[src/design/bls_pkg.sv]
package bls_pkg;

	// Coordinate width and the signed width of the decision term
	localparam int COORD_BITS = 11;
	localparam int DEC_BITS   = COORD_BITS + 3;
	localparam int DEC_PAD    = DEC_BITS - COORD_BITS;

	// Command codes
	localparam logic CMD_LOAD = 1'b0;
	localparam logic CMD_STEP = 1'b1;

	typedef logic [COORD_BITS-1:0]      coord_t;
	typedef logic signed [DEC_BITS-1:0] dec_t;

	// Input transaction
	typedef struct packed {
		logic   command;
		coord_t x_start;
		coord_t y_start;
		coord_t x_end;
		coord_t y_end;
	} cmd_in_t;

	// Result transaction
	typedef struct packed {
		coord_t pixel_x;
		coord_t pixel_y;
		logic   pixel_valid;
		logic   last_pixel;
	} pix_out_t;

	// Classified command passed from front to back
	typedef struct packed {
		logic   command;
		coord_t start_x;
		coord_t start_y;
		coord_t major_end;
		dec_t   decision;
		dec_t   inc_straight;
		dec_t   inc_diagonal;
		logic   minor_down;
		logic   x_major;
		logic   last;
	} ucmd_t;

endpackage

[src/design/bresenham_line_stepper.sv]
// Accepted transactions reach the result ports (empty low) via queue and buffer.
// Throughput: one transaction per cycle while the result buffer has room;
// the back end executes one classified command per cycle from a two-entry
// queue into a two-entry buffer.
// Reset (arst_n low, asynchronous): queues empty, no line active.
module bresenham_line_stepper (
	input  logic              clk,
	input  logic              arst_n,
	input  logic              push,
	output logic              full,
	input  bls_pkg::cmd_in_t  item,
	output logic              empty,
	input  logic              pop,
	output bls_pkg::pix_out_t result
);
	import bls_pkg::*;

	ucmd_t ucmd_in, ucmd_head;
	logic  q_valid, q_pop;

	// Front: classify incoming command
	bls_front u_front (
		.item (item),
		.ucmd (ucmd_in)
	);

	// Queue between front and back
	bls_cmd_fifo u_cmd_fifo (
		.clk     (clk),
		.arst_n  (arst_n),
		.wr_en   (push),
		.wr_data (ucmd_in),
		.full    (full),
		.rd_en   (q_pop),
		.rd_data (ucmd_head),
		.valid   (q_valid)
	);

	// Back: step the line and buffer results
	bls_back u_back (
		.clk       (clk),
		.arst_n    (arst_n),
		.cmd_valid (q_valid),
		.cmd       (ucmd_head),
		.cmd_pop   (q_pop),
		.result    (result),
		.empty     (empty),
		.pop       (pop)
	);

endmodule

[src/design/bls_front.sv]
module bls_front (
	input  bls_pkg::cmd_in_t item,
	output bls_pkg::ucmd_t   ucmd
);
	import bls_pkg::*;

	coord_t dx, dy, dmaj, dmin;
	coord_t sx, sy, fx, fy, maj_start, maj_end;
	logic   xmaj, swap;
	dec_t   dmaj_e, dmin_e;

	// Absolute deltas and axis choice; a tie goes y-major
	always_comb begin
		dx   = (item.x_start > item.x_end) ? item.x_start - item.x_end
		                                   : item.x_end - item.x_start;
		dy   = (item.y_start > item.y_end) ? item.y_start - item.y_end
		                                   : item.y_end - item.y_start;
		xmaj = dx > dy;
		swap = xmaj ? (item.x_start > item.x_end) : (item.y_start > item.y_end);
	end

	// Start at the endpoint with the smaller major coordinate
	always_comb begin
		sx        = swap ? item.x_end   : item.x_start;
		sy        = swap ? item.y_end   : item.y_start;
		fx        = swap ? item.x_start : item.x_end;
		fy        = swap ? item.y_start : item.y_end;
		maj_start = xmaj ? sx : sy;
		maj_end   = xmaj ? fx : fy;
		dmaj      = xmaj ? dx : dy;
		dmin      = xmaj ? dy : dx;
		dmaj_e    = dec_t'({{DEC_PAD{1'b0}}, dmaj});
		dmin_e    = dec_t'({{DEC_PAD{1'b0}}, dmin});
	end

	// Classified command
	always_comb begin
		ucmd.command      = item.command;
		ucmd.start_x      = sx;
		ucmd.start_y      = sy;
		ucmd.major_end    = maj_end;
		ucmd.decision     = (dmin_e <<< 1) - dmaj_e;
		ucmd.inc_straight = dmin_e <<< 1;
		ucmd.inc_diagonal = (dmin_e - dmaj_e) <<< 1;
		ucmd.minor_down   = xmaj ? (fy < sy) : (fx < sx);
		ucmd.x_major      = xmaj;
		ucmd.last         = maj_start == maj_end;
	end

endmodule

[src/design/bls_cmd_fifo.sv]
module bls_cmd_fifo (
	input  logic           clk,
	input  logic           arst_n,
	input  logic           wr_en,
	input  bls_pkg::ucmd_t wr_data,
	output logic           full,
	input  logic           rd_en,
	output bls_pkg::ucmd_t rd_data,
	output logic           valid
);
	import bls_pkg::*;

	ucmd_t      mem_q [2];
	logic       wr_ptr_q, rd_ptr_q;
	logic [1:0] cnt_q;
	logic       do_wr, do_rd;

	assign full    = cnt_q == 2'd2;
	assign valid   = cnt_q != 2'd0;
	assign do_wr   = wr_en && !full;
	assign do_rd   = rd_en && valid;
	assign rd_data = mem_q[rd_ptr_q];

	// Pointers and fill count
	always_ff @(posedge clk or negedge arst_n) begin
		if (!arst_n) begin
			wr_ptr_q <= 1'b0;
			rd_ptr_q <= 1'b0;
			cnt_q    <= 2'd0;
		end else begin
			if (do_wr) wr_ptr_q <= !wr_ptr_q;
			if (do_rd) rd_ptr_q <= !rd_ptr_q;
			if (do_wr && !do_rd) cnt_q <= cnt_q + 2'd1;
			else if (do_rd && !do_wr) cnt_q <= cnt_q - 2'd1;
		end
	end

	// Storage
	always_ff @(posedge clk) begin
		if (do_wr) mem_q[wr_ptr_q] <= wr_data;
	end

endmodule

[src/design/bls_back.sv]
module bls_back (
	input  logic             clk,
	input  logic             arst_n,
	input  logic             cmd_valid,
	input  bls_pkg::ucmd_t   cmd,
	output logic             cmd_pop,
	output bls_pkg::pix_out_t result,
	output logic             empty,
	input  logic             pop
);
	import bls_pkg::*;

	// Line state
	coord_t cur_x_q, cur_y_q, major_end_q;
	dec_t   dec_q, inc_s_q, inc_d_q;
	logic   minor_down_q, x_major_q, act_q;

	// Next state
	coord_t cur_x_d, cur_y_d, major_end_d;
	dec_t   dec_d, inc_s_d, inc_d_d;
	logic   minor_down_d, x_major_d, act_d;
	pix_out_t res_d;

	coord_t maj_cur, maj_nxt, min_cur, min_nxt;
	logic   dec_neg, step_last;

	// Result buffer
	pix_out_t   res_q [2];
	logic       res_wp_q, res_rp_q;
	logic [1:0] res_cnt_q;
	logic       res_push, res_pop;

	assign res_push = cmd_valid && (res_cnt_q != 2'd2);
	assign res_pop  = pop && !empty;
	assign cmd_pop  = res_push;
	assign empty    = res_cnt_q == 2'd0;
	assign result   = res_q[res_rp_q];

	// One step along the major axis
	always_comb begin
		dec_neg   = dec_q[DEC_BITS-1];
		maj_cur   = x_major_q ? cur_x_q : cur_y_q;
		min_cur   = x_major_q ? cur_y_q : cur_x_q;
		maj_nxt   = maj_cur + coord_t'(1);
		if (dec_neg) min_nxt = min_cur;
		else if (minor_down_q) min_nxt = min_cur - coord_t'(1);
		else min_nxt = min_cur + coord_t'(1);
		step_last = maj_nxt == major_end_q;
	end

	// Execute the head command
	always_comb begin
		cur_x_d      = cur_x_q;
		cur_y_d      = cur_y_q;
		major_end_d  = major_end_q;
		dec_d        = dec_q;
		inc_s_d      = inc_s_q;
		inc_d_d      = inc_d_q;
		minor_down_d = minor_down_q;
		x_major_d    = x_major_q;
		act_d        = act_q;
		res_d        = '0;
		if (cmd.command == CMD_LOAD) begin
			cur_x_d      = cmd.start_x;
			cur_y_d      = cmd.start_y;
			major_end_d  = cmd.major_end;
			dec_d        = cmd.decision;
			inc_s_d      = cmd.inc_straight;
			inc_d_d      = cmd.inc_diagonal;
			minor_down_d = cmd.minor_down;
			x_major_d    = cmd.x_major;
			act_d        = !cmd.last;
			res_d        = '{cmd.start_x, cmd.start_y, 1'b1, cmd.last};
		end else if (act_q) begin
			cur_x_d = x_major_q ? maj_nxt : min_nxt;
			cur_y_d = x_major_q ? min_nxt : maj_nxt;
			dec_d   = dec_q + (dec_neg ? inc_s_q : inc_d_q);
			act_d   = !step_last;
			res_d   = '{cur_x_d, cur_y_d, 1'b1, step_last};
		end
	end

	// Line state registers
	always_ff @(posedge clk or negedge arst_n) begin
		if (!arst_n) begin
			cur_x_q      <= '0;
			cur_y_q      <= '0;
			major_end_q  <= '0;
			dec_q        <= '0;
			inc_s_q      <= '0;
			inc_d_q      <= '0;
			minor_down_q <= 1'b0;
			x_major_q    <= 1'b0;
			act_q        <= 1'b0;
		end else if (res_push) begin
			cur_x_q      <= cur_x_d;
			cur_y_q      <= cur_y_d;
			major_end_q  <= major_end_d;
			dec_q        <= dec_d;
			inc_s_q      <= inc_s_d;
			inc_d_q      <= inc_d_d;
			minor_down_q <= minor_down_d;
			x_major_q    <= x_major_d;
			act_q        <= act_d;
		end
	end

	// Result buffer control
	always_ff @(posedge clk or negedge arst_n) begin
		if (!arst_n) begin
			res_wp_q  <= 1'b0;
			res_rp_q  <= 1'b0;
			res_cnt_q <= 2'd0;
		end else begin
			if (res_push) res_wp_q <= !res_wp_q;
			if (res_pop) res_rp_q <= !res_rp_q;
			if (res_push && !res_pop) res_cnt_q <= res_cnt_q + 2'd1;
			else if (res_pop && !res_push) res_cnt_q <= res_cnt_q - 2'd1;
		end
	end

	// Result buffer storage
	always_ff @(posedge clk) begin
		if (res_push) res_q[res_wp_q] <= res_d;
	end

`ifndef SYNTHESIS
	a_last_ends_line: assert property (@(posedge clk) disable iff (!arst_n)
		res_push && res_d.last_pixel |=> !act_q)
		else $error("line still active after last pixel");

	a_mid_keeps_line: assert property (@(posedge clk) disable iff (!arst_n)
		res_push && res_d.pixel_valid && !res_d.last_pixel |=> act_q)
		else $error("line dropped before last pixel");

	a_idle_step_invalid: assert property (@(posedge clk) disable iff (!arst_n)
		res_push && !act_q && (cmd.command == CMD_STEP) |-> !res_d.pixel_valid)
		else $error("pixel emitted with no line active");

	a_res_cnt_range: assert property (@(posedge clk) disable iff (!arst_n)
		res_cnt_q != 2'd3)
		else $error("result buffer count out of range");
`endif

endmodule
[config.mk]
export PLATFORM = sky130hd
export DESIGN_NAME = bresenham_line_stepper
export DESIGN_NICKNAME = d
export VERILOG_FILES = /design/src/design/bls_pkg.sv /design/src/design/bresenham_line_stepper.sv /design/src/design/bls_front.sv /design/src/design/bls_cmd_fifo.sv /design/src/design/bls_back.sv
export SDC_FILE = /design/constraint.sdc
export NUM_CORES = 1
export LEC_CHECK = 0
export BUFFER_PORTS_ARGS = -buffer_cell sky130_fd_sc_hd__buf_2
export CORE_ASPECT_RATIO = 0.7
export CORE_MARGIN = 8
export CORE_UTILIZATION = 30
export DETAILED_ROUTE_END_ITERATION = 6
export PLACE_DENSITY = 0.46
export REMOVE_ABC_BUFFERS = 1
export SLEW_MARGIN = 20
export SYNTH_ARGS = -nofsm -noshare
export SYNTH_HDL_FRONTEND = slang
export SYNTH_SLANG_ARGS = --single-unit
[constraint.sdc]
create_clock -name clk -period 6.15 [get_ports clk]
set_clock_uncertainty 0.2 [all_clocks]
set_input_delay 0.615 -clock clk [delete_from_list [all_inputs] [get_ports clk]]
set_output_delay 0.615 -clock clk [all_outputs]
set_load 0.02 [all_outputs]
======== Word level (Yosys, flattened, before mapping) ========
Memory sizes are Yosys's and may differ from the RTL's.
Index checks and enable logic that the tools add are counted.
word-level totals
  input bits .............................. 49
  memories ................................ 2
  logic and storage cells ................. 105
  output and inout bits ................... 26
  register bits after elaboration ......... 86
  RAM bits ................................ 198
cells by class
  muxes and demuxes ....................... 37
  equal/unequal tests ..................... 5
  magnitude comparators ................... 5
  add/sub/neg operators ................... 14
  reduce and logical (&&, ||, !) cells .... 26
  bitwise operators ....................... 1
memory list
  name              depth  width  read ports  clocked after Yosys merged registers in  wr ports  line                text
  u_cmd_fifo.mem_q  2      75     1           0                                        1         bls_cmd_fifo.sv:13  ucmd_t mem_q [2];
  u_back.res_q      2      24     1           0                                        1         bls_back.sv:28      pix_out_t res_q [2];
operators with widths
  operator               number
  $mux 11                20
  $mux 24                2
  $sub 11x11->11         4
  $mux 14                3
  $gt 11x11->1           3
  $add 11x1->11 const B  2
  $eq 11x11->1           2
  $lt 11x11->1           2
  $add 14x14->14         1
  $sub 12x11->13         1
  $logic_not 1->1        12
  $sub 11x11->12         1
  $sub 11x1->11 const B  1
  $logic_and 1x1->1      8
  $mux 1                 8
  $mux 2                 4
  $reduce_bool 2->1      3
  $add 2x1->2 const B    2
  $ne 2x2->1 const B     2
  $reduce_and 2->1       2
  $sub 2x1->2 const B    2
  $eq 2x2->1 const B     1
  $logic_not 2->1        1
  $not 1->1              1

======== Logic depth before layout (Yosys ltp) ========
  depth in word-level cells ............... 7
  mapped depth ............................ 37
  mapped depth without buffers ............ 32

======== Hierarchy ========
A second synthesis with hierarchy kept.
unflattened totals
  cell total of the unflattened synthesis .. 1737
  area total of the unflattened synthesis .. 18761.7 µm²
by module, submodules not included
  module        seq. area each (µm²)  area an instance (µm²)  cells an instance  instances
  bls_back      3493.4                7743.7                  745                1
  bls_cmd_fifo  4844.6                6302.3                  265                1
  bls_front     0.0                   4715.8                  727                1

======== Worst setup path before layout ========
No wires, ideal clock.
  kind .................................... input port to flip-flop
  from .................................... in item[2] (netlist name)
  to ...................................... mem u_cmd_fifo.mem_q[0][40] (netlist name), data pin
  slack ................................... -1.676 ns
  data arrival time ....................... 7.454 ns
  cell stages on the path ................. 34
  setup time .............................. 0.173 ns
  path through ............................ inv_1 ha_1 buf_2 a21oi_1 a211oi_2 or3_1 buf_2 o21ai_4 mux2_2 o2111ai_1 o21ai_1 ha_1 nand4_1 a2111oi_2 a2111oi_2 or2_1 buf_6 clkbuf_1 clkbuf_1 clkbuf_1 buf_1 a21oi_1 fa_1 a21o_1 a21oi_1 o21bai_1 a21oi_1 nor2b_1 o21a_1 o21ai_0 nand2b_1 a21oi_1 nor2b_1 nor3_1
RTL lines
  element          line                          text
  start, declared  bresenham_line_stepper.sv:11  input bls_pkg::cmd_in_t item,
  end, declared    bls_cmd_fifo.sv:13

==> flow_summary.yaml <==
placed_design:
  gp_congestion: 0.877
  port_buffers: 74
  pre_cts_slack_ns: -0.979
  dp_hpwl_microns: 41000
  postPlaceCellArea_sq_um: 21000
cells_and_area:
  nFillCells: 5608
  layout_commonest_cell: "buf_4"
  fin_nets: 2282
  layout-drive-gt1-share_pct: 32.2
  mostFrequentLayoutCells: "buf_4 (391), edfxtp_1 (192), nand2_1 (159)"
  fin_area_sq_um: 22800
  multi_input_area_sq_um: 9250
  synthToLayoutAreaGrowth_pct: 32.7
  regArea_sq_um: 7770
detailed_routing:
  drt-initial-drc-count: 907
  vias: 14300
  vias_per_cell: 4.89
  ant_nets: 0
  drt_drc_violations_left: 0
  drt-wirelength-per-cell_microns: 18.3
  firstDrtPassIters: 5
  wirelength_microns: 53300
global_routing:
  grt_pass1_wl_microns: 81500
  grt_overflow: 0
  antenna_found_initial: 1
  grt_pass1_vias: 13800
  track_usage_pct: 15.9
  grt_max_degree: 73
setup_path:
  cp_slowest_stage_delay_ns: 0.42
  cp.arrival_ns: 6.16
  cp-start-kind: "input pin"
  slowest_stage: "a2111oi_4"
  rr_startpoint: "u_back.x_major_q$_DFFE_PN0P_"
  worstSetupPathType: "in2reg"
  rr_worst_depth: 14
  critPathLaunch: "item[1]"
  cp_data_required_time_ns: 6.26
  critPathMaxFanout: 5
  crit_path_end_kind: "register"
logic_synthesis:
  synth_edf_count: 192
  seq_area_frac_synth_pct: 45.3
  synthArstFlopShare_pct: 29.4
  syn_area_sq_um: 17200
  synth_cell_type_count: 83
  ys_seq_elements: 272
  syn_inst: 1717
  yosys_warnings: 0
  avgSynthCellArea_sq_um: 10.0
  synth_top_flop_cell: "edfxtp_1"
run_status:
  status: "completed"
sta:
  setup_viol: 0
  final.setup.tns_ns: 0
  fmax_mhz: 165
  worst_pin_slew_ns: 1.05
  rsz0062_at_grt: "true"
  worst_slack_ns: 0.102
  slew_violations: 0
  hold_viol: 0
  slew_headroom_pct: 29.8
  fin_crit_ns: 6.05
  finalCritPeriodShare_pct: 98.3
floorplanning:
  initial_core_util_pct: 30.3
  core_area_sq_um: 56600
  rows: 73
  fp.dieArea_sq_um: 65200
  boundaryPins: 75
  die_w_microns: 302
  die_h_microns: 216
pwr:
  report.power.total_mw: 13.8
  p_per_area_nw_per_um2: 604
  irDropWorstVdd_v: 0.000276
  power.leakage_nw: 9.61
cts:
  clock_latency_ns: 0.57
  cts.sink_count: 272
  cts_buffer_depth: 3
  cts_buffers: 30
  clk_pin_slew_ns: 0.06
  cts_root_buffer: "clkbuf_16"
  cts_max_level: 1
  cts_tree: "yes"
min_path:
  hold_path_depth: 1
  hold_path.startpoint: "item[44]"
  hold_class: "in2reg"
job:
  maxCapViolations: 0
==> routing by layer <==
layer  track usage (%)  wire length, microns  vias to the layer above
li1                  -                     -                     7088
met5                 0                     0                        -
met1              25.2                 28900                     6855
met4              2.77                   912                        0
met3              2.67                  2480                       50
met2              22.2                 21000                      263
==> area by class of cell <==
cell class,instances,share of cell area [%]
timing repair buffer,470,15.1
clock buffer,36,3.44
multi-input combinational,1255,40.6
inverter,109,1.82
sequential,272,34.1
clock inverter,20,0.769
antenna,2,0.0220
tap,750,4.12
==> cells by family after synthesis <==
logic type / Yosys count / share of synthesized area [%]
adder cells (fa/ha/maj): 95 / 7.23
flip-flops: 272 / 45.3
multiplexers: 149 / 9.21
buffers and inverters: 191 / 4.53
XOR/XNOR: 88 / 4.49
AO/OA/AOI/OAI: 459 / 17.0
AND/OR/NAND/NOR: 463 / 12.3
==> critical path: cells and delay by family <==
kind / cells / cell delay (ns)
and+or+nand+nor: 7 / 1.30
adders and majority gates: 3 / 1.02
buffers and inverters: 6 / 0.79
AOI/OAI and AO/OA: 12 / 2.01
xor gates and xnor gates: 2 / 0.18
muxes: 1 / 0.21
==> registers in the layout, indices dropped and copies added (netlist names), 2 cells and up <==
signal,cells
u_cmd_fifo.cnt_q,2
u_back.res_cnt_q,2
u_back.cur_y_q,11
u_back.major_end_q,11
u_back.res_q,48
u_back.dec_q,13
u_back.inc_d_q,12
u_cmd_fifo.mem_q,144
u_back.cur_x_q,11
u_back.inc_s_q,11
==> synth_stat cells, drive strengths merged (39+ instances only) <==
cell      n  area [sq um]
mux2     49           556
nor2    141           532
edfxtp  192          5770
a21oi   131           671
nor3     39           205
dfrtp    80          2000
o21ai   144           736
inv     109           409
ha       88          1100
xnor2    57           499
clkbuf   49           185
mux2i   100          1030
nand2   163           614
==> path summary, 6_finish.rpt <==
kind / to / slack, ns
min in group asynchronous: u_back.dec_q[11]$_DFFE_PN0P_ / 0.34
hold / removal: u_cmd_fifo.mem_q[1][74]$_DFFE_PP_ / 0.05
hold reg to reg: u_back.dec_q[1]$_DFFE_PN0P_ / 0.29
setup reg to reg: u_back.res_q[0][12]$_DFFE_PP_ / 1.70
setup / recovery: u_cmd_fifo.mem_q[1][37]$_DFFE_PP_ / 0.10
max in group asynchronous: u_cmd_fifo.rd_ptr_q$_DFFE_PN0P_ / 4.28
==> report_power, final <==
part / internal [mW] / switching [mW]
Clock: 0.997 / 0.737
Combinational: 3.60 / 4.64
Sequential: 3.29 / 0.492
Total: 7.89 / 5.87
==> what timing repair did <==
action,in CTS,in global routing
pin swaps,7,46
hold buffers,1,0
endpoints found under the setup margin,26,28
gates cloned,1,1
endpoints found under the hold margin,33,0
setup buffers,6,16
resized for setup,26,118
==> stage by stage <==
| stage | utilization, % | instances | hold slack (ns) |
|---|---|---|---|
| 6_report | 40.2 | 2914 | 0.0462 |
| 5_1_grt | 40.2 | 2912 | 0.0170 |
| 4_1_cts | 39.0 | 2895 | 0.0119 |
| 3_5_place_dp | 37.0 | 2831 | 0.281 |
| 3_3_place_gp | 37.0 | 2831 | 0.268 |
| 2_1_floorplan | - | 1635 | 0.119 |
Power figures use the tool's default switching activity.
